<file path="config.mk">
export PLATFORM = sky130hd
export DESIGN_NAME = pin_change_reporter_unit
export DESIGN_NICKNAME = d
export VERILOG_FILES = /design/src/hdl/pcr_pkg.sv /design/src/hdl/pcr_front.sv /design/src/hdl/pcr_queue.sv /design/src/hdl/pcr_back.sv /design/src/hdl/pin_change_reporter_unit.sv
export VERILOG_INCLUDE_DIRS = /design/src /design/src/hdl
export SDC_FILE = /design/constraint.sdc
export NUM_CORES = 1
export LEC_CHECK = 0
export ABC_AREA = 1
export BUFFER_PORTS_ARGS = -buffer_cell sky130_fd_sc_hd__buf_2
export CAP_MARGIN = 40
export CORE_MARGIN = 4
export CORE_UTILIZATION = 45
export CTS_BUF_LIST = sky130_fd_sc_hd__clkbuf_16
export DETAILED_ROUTE_END_ITERATION = 8
export GPL_TIMING_DRIVEN = 0
export REMOVE_ABC_BUFFERS = 1
export SLEW_MARGIN = 40
export SYNTH_ARGS = -nofsm -noshare
export SYNTH_HDL_FRONTEND = slang
export SYNTH_HIERARCHICAL = 1
export SYNTH_SLANG_ARGS = --single-unit
</file>
<file path="constraint.sdc">
create_clock -name clk -period 12.2 [get_ports clk]
set_input_delay 1.22 -clock clk [delete_from_list [all_inputs] [get_ports clk]]
set_output_delay 1.22 -clock clk [all_outputs]
set_load 0.01 [all_outputs]
</file>
<file path="src/hdl/assert_macros.svh">
// assertion macros shared by the pin change reporter modules
// expects clk and rst (synchronous, active high) in the using scope
`ifndef ASSERT_MACROS_SVH
`define ASSERT_MACROS_SVH

// property must hold at every edge outside reset
`define ASSERT_ALWAYS(label, prop, msg) \
  label: assert property (@(posedge clk) disable iff (rst) (prop)) else $error(msg);

// consequent must hold at the edge that follows the antecedent
`define ASSERT_NEXT(label, ante, cons, msg) \
  label: assert property (@(posedge clk) disable iff (rst) (ante) |=> (cons)) else $error(msg);

`endif

</file>
<file path="src/hdl/pcr_pkg.sv">
// shared types and constants for the pin change reporter
// no dependencies
`timescale 1ns / 1ps

package pcr_pkg;

  localparam int NUM_PINS    = 16;
  localparam int PIN_IDX_W   = $clog2(NUM_PINS);
  localparam int PIN_W       = 4;
  localparam int SAMPLE_W    = 10;
  localparam int MODE_W      = 2;
  localparam int MODES_W     = 32;
  localparam int BYTE_W      = 8;
  localparam int SLOT_W      = 4;
  localparam int COUNT_W     = 5;
  localparam int QUEUE_DEPTH = 4;
  localparam int QPTR_W      = $clog2(QUEUE_DEPTH);
  localparam int QCNT_W      = $clog2(QUEUE_DEPTH + 1);

  localparam logic [MODE_W-1:0]  MODE_DIN    = 2'd0;
  localparam logic [MODE_W-1:0]  MODE_ADC    = 2'd2;
  localparam logic [PIN_W-1:0]   SKIPPED_PIN = 4'd3;
  localparam logic [COUNT_W-1:0] FRAME_MAX   = 5'd16;

  // one classified item between front and back
  typedef struct packed {
    logic               have_rec;
    logic [PIN_W-1:0]   pin;
    logic [MODE_W-1:0]  mode;
    logic [BYTE_W-1:0]  value_high;
    logic [BYTE_W-1:0]  value_low;
    logic [SLOT_W-1:0]  slot;
    logic               close;
    logic [COUNT_W-1:0] count;
  } entry_t;

  // one output beat
  typedef struct packed {
    logic               frame_close;
    logic [PIN_W-1:0]   rec_pin;
    logic [MODE_W-1:0]  rec_mode;
    logic [BYTE_W-1:0]  value_high;
    logic [BYTE_W-1:0]  value_low;
    logic [SLOT_W-1:0]  slot;
    logic [COUNT_W-1:0] record_count;
    logic               last;
  } result_t;

endpackage

</file>
<file path="src/hdl/pcr_front.sv">
// front end: mode register, per-pin change detection and frame count
// depends on pcr_pkg and assert_macros.svh
`timescale 1ns / 1ps
`include "assert_macros.svh"

module pcr_front (
  input  logic                          clk,
  input  logic                          rst,
  input  logic                          pin_modes_we,
  input  logic [pcr_pkg::MODES_W-1:0]   pin_modes,
  input  logic                          in_valid,
  output logic                          in_ready,
  input  logic [pcr_pkg::PIN_W-1:0]     pin,
  input  logic [pcr_pkg::SAMPLE_W-1:0]  sample,
  input  logic                          scan_end,
  input  logic                          q_full,
  output logic                          push,
  output pcr_pkg::entry_t               entry
);
  import pcr_pkg::*;

  logic [MODES_W-1:0]   modes;
  logic [SAMPLE_W-1:0]  last_reported [NUM_PINS];
  logic [COUNT_W-1:0]   frame_records;
  logic [COUNT_W-1:0]   frame_records_next;

  logic [PIN_IDX_W-1:0] idx;
  logic [MODE_W-1:0]    mode;
  logic                 in_range;
  logic                 watched;
  logic [SAMPLE_W-1:0]  val;
  logic                 changed;
  logic [COUNT_W-1:0]   count_after;
  logic                 close;
  logic                 accept;

  assign in_ready = !q_full;
  assign accept   = in_valid && in_ready;

  assign idx      = PIN_IDX_W'(pin);
  assign in_range = (32'(pin) < NUM_PINS);
  assign mode     = modes[{idx, 1'b0} +: MODE_W];
  assign watched  = in_range && (pin != SKIPPED_PIN) &&
                    ((mode == MODE_DIN) || (mode == MODE_ADC));
  assign val      = (mode == MODE_DIN) ? {{(SAMPLE_W-1){1'b0}}, sample[0]} : sample;
  assign changed  = watched && (last_reported[idx] != val) && (frame_records < FRAME_MAX);

  assign count_after = frame_records + COUNT_W'(changed);
  assign close       = scan_end && (count_after != '0);
  assign frame_records_next = close ? '0 : count_after;

  assign push = accept && (changed || close);

  always_comb begin
    entry.have_rec = changed;
    entry.pin      = pin;
    entry.mode     = mode;
    if (mode == MODE_DIN) begin
      entry.value_high = {{(BYTE_W-1){1'b0}}, sample[0]};
      entry.value_low  = '0;
    end else begin
      entry.value_high = BYTE_W'(sample[SAMPLE_W-1:BYTE_W]);
      entry.value_low  = sample[BYTE_W-1:0];
    end
    entry.slot  = frame_records[SLOT_W-1:0];
    entry.close = close;
    entry.count = count_after;
  end

  always_ff @(posedge clk) begin
    if (rst) begin
      modes         <= '0;
      frame_records <= '0;
      for (int i = 0; i < NUM_PINS; i++) begin
        last_reported[i] <= '0;
      end
    end else begin
      if (pin_modes_we) begin
        modes <= pin_modes;
      end
      if (accept) begin
        frame_records <= frame_records_next;
        if (changed) begin
          last_reported[idx] <= val;
        end
      end
    end
  end

  `ASSERT_ALWAYS(a_frame_bound, frame_records <= FRAME_MAX, "frame count above limit")
  `ASSERT_NEXT(a_close_clears, push && entry.close, frame_records == '0,
               "frame count not cleared after close")

endmodule

</file>
<file path="src/hdl/pcr_queue.sv">
// short queue of classified items between front and back
// depends on pcr_pkg and assert_macros.svh
`timescale 1ns / 1ps
`include "assert_macros.svh"

module pcr_queue (
  input  logic             clk,
  input  logic             rst,
  input  logic             push,
  input  pcr_pkg::entry_t  wr_entry,
  input  logic             pop,
  output pcr_pkg::entry_t  head,
  output logic             full,
  output logic             empty
);
  import pcr_pkg::*;

  entry_t              mem [QUEUE_DEPTH];
  logic [QPTR_W-1:0]   wr_ptr;
  logic [QPTR_W-1:0]   rd_ptr;
  logic [QCNT_W-1:0]   count;

  assign full  = (count == QCNT_W'(QUEUE_DEPTH));
  assign empty = (count == '0);
  assign head  = mem[rd_ptr];

  always_ff @(posedge clk) begin
    if (push) begin
      mem[wr_ptr] <= wr_entry;
    end
  end

  always_ff @(posedge clk) begin
    if (rst) begin
      wr_ptr <= '0;
      rd_ptr <= '0;
      count  <= '0;
    end else begin
      if (push) begin
        wr_ptr <= wr_ptr + 1'b1;
      end
      if (pop) begin
        rd_ptr <= rd_ptr + 1'b1;
      end
      count <= count + QCNT_W'(push) - QCNT_W'(pop);
    end
  end

  `ASSERT_ALWAYS(a_no_overflow, !(push && full), "push into full queue")

endmodule

</file>
<file path="src/hdl/pcr_back.sv">
// back end: expands queued items into record and frame-close beats
// depends on pcr_pkg and assert_macros.svh
`timescale 1ns / 1ps
`include "assert_macros.svh"

module pcr_back (
  input  logic             clk,
  input  logic             rst,
  input  pcr_pkg::entry_t  head,
  input  logic             empty,
  output logic             pop,
  output logic             out_valid,
  input  logic             out_ready,
  output pcr_pkg::result_t out_beat
);
  import pcr_pkg::*;

  logic    phase;
  logic    phase_next;
  logic    load;
  logic    rec_beat;
  result_t beat_next;

  assign load     = !empty && (!out_valid || out_ready);
  assign rec_beat = head.have_rec && !phase;
  assign pop      = load && !(rec_beat && head.close);

  always_comb begin
    phase_next = phase;
    if (load) begin
      phase_next = rec_beat && head.close;
    end
  end

  always_comb begin
    beat_next = '0;
    if (rec_beat) begin
      beat_next.rec_pin    = head.pin;
      beat_next.rec_mode   = head.mode;
      beat_next.value_high = head.value_high;
      beat_next.value_low  = head.value_low;
      beat_next.slot       = head.slot;
      beat_next.last       = !head.close;
    end else begin
      beat_next.frame_close  = 1'b1;
      beat_next.record_count = head.count;
      beat_next.last         = 1'b1;
    end
  end

  always_ff @(posedge clk) begin
    if (rst) begin
      out_valid <= 1'b0;
      phase     <= 1'b0;
    end else begin
      phase <= phase_next;
      if (load) begin
        out_valid <= 1'b1;
      end else if (out_ready) begin
        out_valid <= 1'b0;
      end
    end
  end

  always_ff @(posedge clk) begin
    if (load) begin
      out_beat <= beat_next;
    end
  end

  `ASSERT_ALWAYS(a_phase_close, !phase || (!empty && head.close),
                 "second beat pending without a close")

endmodule

</file>
<file path="src/hdl/pin_change_reporter_unit.sv">
// top level of the pin change reporter
// depends on pcr_pkg, pcr_front, pcr_queue and pcr_back
//
//   channel   handshake                 payload
//   in        in_valid / in_ready       pin, sample, scan_end
//   out       out_valid / out_ready     frame_close .. last
//   config    pin_modes_we              pin_modes
//
// one input beat per cycle while the four-entry queue has room
// an item with a record and a frame close gives a record beat, then a frame-close beat
// an item passes through the queue memory and then the output beat register
// synchronous reset clears modes, stored values, frame count and queue
// output stalls back up through the queue to in_ready
`timescale 1ns / 1ps

module pin_change_reporter_unit (
  input  logic                          clk,
  input  logic                          rst,
  input  logic                          pin_modes_we,
  input  logic [pcr_pkg::MODES_W-1:0]   pin_modes,
  input  logic                          in_valid,
  output logic                          in_ready,
  input  logic [pcr_pkg::PIN_W-1:0]     pin,
  input  logic [pcr_pkg::SAMPLE_W-1:0]  sample,
  input  logic                          scan_end,
  output logic                          out_valid,
  input  logic                          out_ready,
  output logic                          frame_close,
  output logic [pcr_pkg::PIN_W-1:0]     rec_pin,
  output logic [pcr_pkg::MODE_W-1:0]    rec_mode,
  output logic [pcr_pkg::BYTE_W-1:0]    value_high,
  output logic [pcr_pkg::BYTE_W-1:0]    value_low,
  output logic [pcr_pkg::SLOT_W-1:0]    slot,
  output logic [pcr_pkg::COUNT_W-1:0]   record_count,
  output logic                          last
);
  import pcr_pkg::*;

  logic    push;
  logic    pop;
  logic    q_full;
  logic    q_empty;
  entry_t  wr_entry;
  entry_t  head;
  result_t out_beat;

  pcr_front u_front (
    .clk          (clk),
    .rst          (rst),
    .pin_modes_we (pin_modes_we),
    .pin_modes    (pin_modes),
    .in_valid     (in_valid),
    .in_ready     (in_ready),
    .pin          (pin),
    .sample       (sample),
    .scan_end     (scan_end),
    .q_full       (q_full),
    .push         (push),
    .entry        (wr_entry)
  );

  pcr_queue u_queue (
    .clk      (clk),
    .rst      (rst),
    .push     (push),
    .wr_entry (wr_entry),
    .pop      (pop),
    .head     (head),
    .full     (q_full),
    .empty    (q_empty)
  );

  pcr_back u_back (
    .clk       (clk),
    .rst       (rst),
    .head      (head),
    .empty     (q_empty),
    .pop       (pop),
    .out_valid (out_valid),
    .out_ready (out_ready),
    .out_beat  (out_beat)
  );

  assign frame_close  = out_beat.frame_close;
  assign rec_pin      = out_beat.rec_pin;
  assign rec_mode     = out_beat.rec_mode;
  assign value_high   = out_beat.value_high;
  assign value_low    = out_beat.value_low;
  assign slot         = out_beat.slot;
  assign record_count = out_beat.record_count;
  assign last         = out_beat.last;

endmodule
</file>
# Word level (Yosys, flattened, before mapping)

Memory sizes are Yosys's and may differ from the RTL's. A register that Yosys moved wholly into a read port is not among the register bits.
Cells that the tools add are included.

Output and inout port bits: 35
Logic and storage cells: 71
Latch bits: 0
Input bits: 52
ROM bits: 0
Memory bits (writable): 268
Memories: 2
Register bits: 79

Memory list:

| memory                | depth | bits a word | rd ports | clocked after memory_dff | write ports | RTL line        | RTL |
|---|---|---|---|---|---|---|---|
| u_front.last_reported | 16    | 10          | 1        | 0                        | 16          | pcr_front.sv:23 | `logic [SAMPLE_W-1:0] last_reported [NUM_PINS];` |
| u_queue.mem           | 4     | 27          | 1        | 1                        | 1           | pcr_queue.sv:18 | `entry_t mem [QUEUE_DEPTH];` |

Add/sub/neg operators: 5
Multiplexer cells: 19
Div/mod/pow operators: 0
Reduce and logical (&&, ||, !) cells: 24
Shifts and indexed selects: 1
Multipliers: 0
Bitwise logic cells: 0
$lt $le $gt $ge: 1
Equality and inequality tests: 4

Operator list:

| cell                                          | number |
|---|---|
| variable part select 32 x 6 -> 2 bit          | 1 |
| two-way mux 10 bit                            | 3 |
| two-way mux 1 bit                             | 12 |
| logical AND 1 bit                             | 10 |
| != test 10 bit                                | 1 |
| OR reduction 10 bit                           | 1 |
| logical NOT 1 bit                             | 6 |
| adder 5 x 1 -> 5 bit                          | 1 |
| < comparator 5 bit, second input constant     | 1 |
| two-way mux 5 bit                             | 1 |
| nonzero test 5 bit                            | 1 |
| adder 2 x 1 -> 2 bit, second input constant   | 2 |
| two-way mux 2 bit                             | 2 |
| two-way mux 4 bit                             | 1 |
| != test 4 x 2 -> 1 bit, second input constant | 1 |
| adder 3 x 1 -> 3 bit                          | 1 |
| equality test 3 bit, second input constant    | 1 |
| logical NOT 3 bit                             | 1 |
| logical OR 1 bit                              | 3 |
| subtractor 3 x 1 -> 3 bit                     | 1 |
| equality test 2 bit, second input constant    | 1 |
| logical NOT 2 bit                             | 1 |
| nonzero test 2 bit                            | 1 |

# Logic depth before layout (Yosys ltp)

Depth after elaboration: 13
Mapped depth: 34
Gate-level depth less buffers: 31

# By module

Netlist, hierarchy kept.

By module, submodules not included:

| module    | cells an instance | area an instance (µm²) | times used | sequential area each (µm²) |
|---|---|---|---|---|
| pcr_front | 1026              | 9412.8                 | 1          | 5545.3 |
| pcr_queue | 442               | 5875.6                 | 1          | 4144.0 |
| pcr_back  | 117               | 1480.2                 | 1          | 1031.0 |

# Worst setup path after synthesis

OpenSTA, ideal clock, no wires.

Path type: input to register
Start point: in pin[0] (netlist bit)
End point: mem u_queue/mem[0][0] (netlist bit), enable pin
Buffers on the path: 4
Cell stages on the path: 29
Arrival: 4.950 ns
Required time: 11.812 ns
Setup slack: 6.863 ns
Library setup time: 0.388 ns
Cells stage by stage: buf_6 -> inv_2 -> buf_6 -> nand2_1 -> nand2_1 -> nand2_1 -> nand2_1 -> nand2_1 -> nand2_1 -> nor2_4 -> nand2_4 -> buf_12 -> nand2_4 -> xnor2_1 -> nand2_1 -> nor2_1 -> nand2_4 -> buf_6 -> nand2_1 -> inv_1 -> ha_1 -> ha_1 -> xor2_1 -> nor4_1 -> nand2_1 -> nand2_1 -> a21oi_1 -> nand2_1 -> inv_1

RTL lines:

| element     | RTL line                       | RTL |
|---|---|---|
| from (decl) | pin_change_reporter_unit.sv:23 | `input logic [pcr_pkg::PIN_W-1:0] pin,` |
| to (decl)   | pcr_queue.sv:18                |  |

==> run summary <==
The run finished with clean final reports. After detailed routing, the number of vias per cell comes to 5.02. 87 I/O pins were placed. The clock insertion delay at the later pin of the skew report is 0.54 ns.

Summing every instance area after synthesis gives 16,800 um^2. The tools report the half-perimeter wire length after placement as 22,000 um. The net switching fraction of the power is 30.3%. The endpoint of the most critical register-to-register path was u_queue/mem[0][9].

The run gives 45 as the maximum number of pins on one net before global-route repair. The combinational power share was 22.4%. The multiplexer fraction of the synthesized cell area is 0%. TritonCTS built the clock tree.

The slack of the worst reg-to-reg path is 6.45 ns, and the vertical extent of the die is 201 um. The detail route stage leaves a number of antenna-violating nets equal to 0. For this run the aggregate overflow at the end of global routing stands at 0.

The launch point of the worst hold path was u_queue/rd_ptr[1]. Routed length per instance: 16.7 um. The area fraction in and, or, nand and nor cells after synthesis was 18.8%. The share of power burned in registers is 45.7%. The share of synthesized flip-flops with an asynchronous set or reset works out to 0%. For the final-layout fill cell count, the log shows 3,245.

For this configuration, the core starts out at a cell density of 45.7%. The parity-gate share of the synthesized area counting xor and xnor cells works out to 0.261%. The pre-antenna-repair detailed-routing pass consisted of 5 iterations. The startpoint class of the critical path was an input pin. The post-synthesis sequential element count was 373; the peak per-stage delay on the critical path was 0.68 ns. The peak supply drop was 114 uV; the die footprint was 40,400 um^2. Sequential cells were found to cover 63.9% of the synthesized design area. The routed design could run at a clock period as short as 7.01 ns. The met1 capacity usage during global routing was 22.4%. Among all flip-flop cells after synthesis, the most frequent one is edfxtp_1. The count of input and output buffers is 86, and the clock-pin slew on the worst setup and hold paths is 0.06 ns.

The mean area per synthesized cell is 10.6 um^2. Dominant combinational cell family by area after synthesis: simple AND/OR/NAND/NOR gates. The critical path starts at pin[0]. Number of antenna violations at the first check in global routing: 1. For the worst setup path, the data arrival time is 7.18 ns. The final count of hold timing violations was 0; the number of gates resized after cts was 0.

The period utilization was 57.5%. Setup violations remaining at the end of the flow were counted as 0. STA classifies the critical path endpoint as a flop.

Post-route worst setup slack: 5.19 ns. The tools report the met3 demand-to-capacity share in global routing as 3.36%. After detailed routing, the number of remaining DRC violations is 0.

The worst hold path passes through 2 cells. The internal portion of the total power is 2550 uW. The worst pin sits at a relative slew slack of 45.2%.

The clock network is responsible for 31.9% of the overall power. The logs give 0.00767 uW for the total leakage power and 56,100 um for the first-pass GRT wire length. For the pin with the worst max-slew slack, the measured transition is 0.819 ns.

For met2 alone, demand over resource in global routing was 30.3%. The count of maximum capacitance violations was 0. The family of cells with the greatest summed delay on the critical path is simple AND/OR/NAND/NOR gates. Of the cells placed in the final design, the portion with a size suffix greater than 1 is 16.4%. The number of clock buffers added by TritonCTS is 41.

The cell area power density is 197 nW/um^2. Cell count after synthesis: 1,585. The clock sink count came out at 373. Setup repair after global routing left no endpoint under its margin. The total core area came out at 36,700 um^2.

For this run, the top clock speed supported by timing is 143 MHz. The via count of the first global-routing pass came out at 10.4k. The data required time at the worst endpoint came out at 12.37 ns. The synthesized-area fraction occupied by ao, oa, aoi and oai cells was 7.91%.

Beginning of the worst register-to-register path: u_front/modes[31]. 0 antenna diodes ended up in the layout. The final wirelength came out at 35,500 um. Summed over all nets, the switching power comes to 1110 uW. The slowest stage of the critical path is the nand2_1 cell. The clock root buffer is clkbuf_16.

The sum of negative setup slack was 0 ns; the DRC violation total after the first TritonRoute iteration was 735. The number of flops mapped to enable cells by yosys is 325. The tightest min-delay check is of the flop to flop type. During synthesis, Yosys emitted a total of 6 warnings. The run gives 1,685 as the number of nets at the end of the flow.

The number of placement rows is 70, and the worst-case setup slack after placement is 4.68 ns. The post-synthesis cell type count was 35. The H-tree level count is 2.

Compared with the post-synthesis result, the final layout area differs by 10.5%. The routed via count came out at 10.7k. The congestion estimate from routability-driven global placement came to 0.845. The max-slew violation total from the final report was 0.

Summing the areas of all fa, ha and maj instances in the mapped netlist gives 0.716% of the synthesized area. The post-CTS setup buffer count is 0. By startpoint and endpoint, the worst setup path is classified as input pin to flop. The maximum fanout encountered on the critical timing path was 33.

The number of buffers and inverters on the critical path is 4. The clock arrives with 0.0191 ns of skew. The width of the die came out at 201 um. In this design, the critical path's most frequently occurring cell is nand2_1.

The global routing stage identified its most utilized layer as met2. The maximum clock path buffer count is 3, and the worst reg-to-reg path cell count is 26. The global-route total usage across every layer came out at 17.3%. After clock tree synthesis, the flow added hold-fix buffers numbering 0.
==> layout by cell type, fill, tap and decap left out, types with 4 or more instances in the layout <==
| cell | count |
|---|---|
| ha_1 | 8 |
| nor2_4 | 15 |
| conb_1 | 16 |
| inv_2 | 7 |
| inv_1 | 155 |
| nand2_1 | 361 |
| nor2_2 | 17 |
| o21ai_0 | 79 |
| a21oi_1 | 52 |
| o21ai_1 | 4 |
| buf_2 | 86 |
| clkinv_1 | 9 |
| nor2_1 | 255 |
| o211ai_2 | 33 |
| clkinv_2 | 7 |
| a22oi_1 | 30 |
| inv_4 | 5 |
| buf_12 | 5 |
| nand4_2 | 9 |
| nand2_4 | 6 |
| dfxtp_1 | 46 |
| nand2_2 | 23 |
| nand4_1 | 27 |
| clkbuf_16 | 42 |
| nand3_1 | 9 |
| edfxtp_1 | 325 |
==> state kept, by name (all words and copies together) (netlist names), named ones only <==
| name | flops |
|---|---|
| u_queue/rd_ptr | 2 |
| u_back/out_beat | 33 |
| u_queue/mem | 132 |
| u_back/phase | 1 |
| u_queue/count | 3 |
| u_front/last_reported | 160 |
| u_front/modes | 32 |
| u_queue/wr_ptr | 2 |
| u_front/frame_records | 5 |
| u_back/out_valid | 1 |
==> synth_stat cells, types with 15 or more instances <==
cell type	instances	area, um^2
buf_2	28	140
buf_6	26	293
o21ai_0	79	395
nor2_2	15	93.8
nand2_1	361	1360
buf_4	29	218
nand2_2	24	150
clkbuf_1	24	90.1
nand4_1	27	169
nor2_1	258	968
a21oi_1	52	260
o211ai_2	33	413
a22oi_1	30	225
inv_1	150	563
edfxtp_1	325	9760
dfxtp_1	48	961
==> worst min-delay path, cell delays in order, from the launching register on <==
cell and delay [ns]:
dfxtp_1 0.30, inv_1 0.06, a21oi_1 0.07
==> per-layer routing <==
metal	wire length [um]	share of wire [%]
met4	646	1.8
met5	13	0.037
met2	17700	50
met1	15100	43
met3	1980	5.6
==> cell families (layout without fill, tap and decap cells) <==
family                     count (synthesis)  count (layout)
other                                      1              16
buffers and inverters                    272             328
and+or+nand+nor                          726             726
AOI/OAI and AO/OA                        199             199
adders and majority gates                  9               9
DFF                                      373             373
xor gates and xnor gates                   5               5
==> through the flow <==
step                hold WS (ns)  utilization (%)  cell area (um^2)  total power (uW)  cells
floorplan                  0.431                -             16000              2250   1485
global placement           0.447             46.4             17000              2500   2039
detailed placement         0.459             47.0             17200              2520   2048
CTS                        0.470             50.5             18500              3700   2123
global route               0.495             50.5             18500              3860   2124
finish                     0.463             50.5             18500              3650   2124
==> power by group through the flow <==
| stage | sequential [uW] | combinational [uW] | clock [uW] |
|---|---|---|---|
| final | 1670 | 817 | 1170 |
| after global routing | 1690 | 920 | 1250 |
| after CTS | 1670 | 831 | 1200 |
| after detailed placement | 1700 | 827 | 0 |
| after global placement | 1770 | 730 | 0 |
| after floorplan | 1770 | 476 | 0 |
==> layout make-up <==
type	instances	area [um^2]	share of cell area, %
Tap cell	468	586	3.16
Inverter	157	602	3.25
Multi-Input combinational cell	955	4720	25.5
Sequential cell	373	10700	57.9
Clock buffer	42	1050	5.67
Timing Repair Buffer	96	611	3.29
Clock inverter	33	239	1.29
==> worst max-delay path by stage <==
| stage | end | slack [ns] | depth (start not counted) |
|---|---|---|---|
| floorplan | u_queue/mem[0][0] | 6.60 | 23 |
| global placement | u_queue/mem[2][28] | 3.52 | 23 |
| detailed placement | u_queue/mem[0][27] | 4.68 | 28 |
| CTS | u_queue/mem[0][27] | 5.20 | 28 |
| global route | u_queue/mem[0][9] | 4.79 | 28 |
| finish | u_queue/mem[0][9] | 5.19 | 28 |
Power figures use the tool's default switching activity.
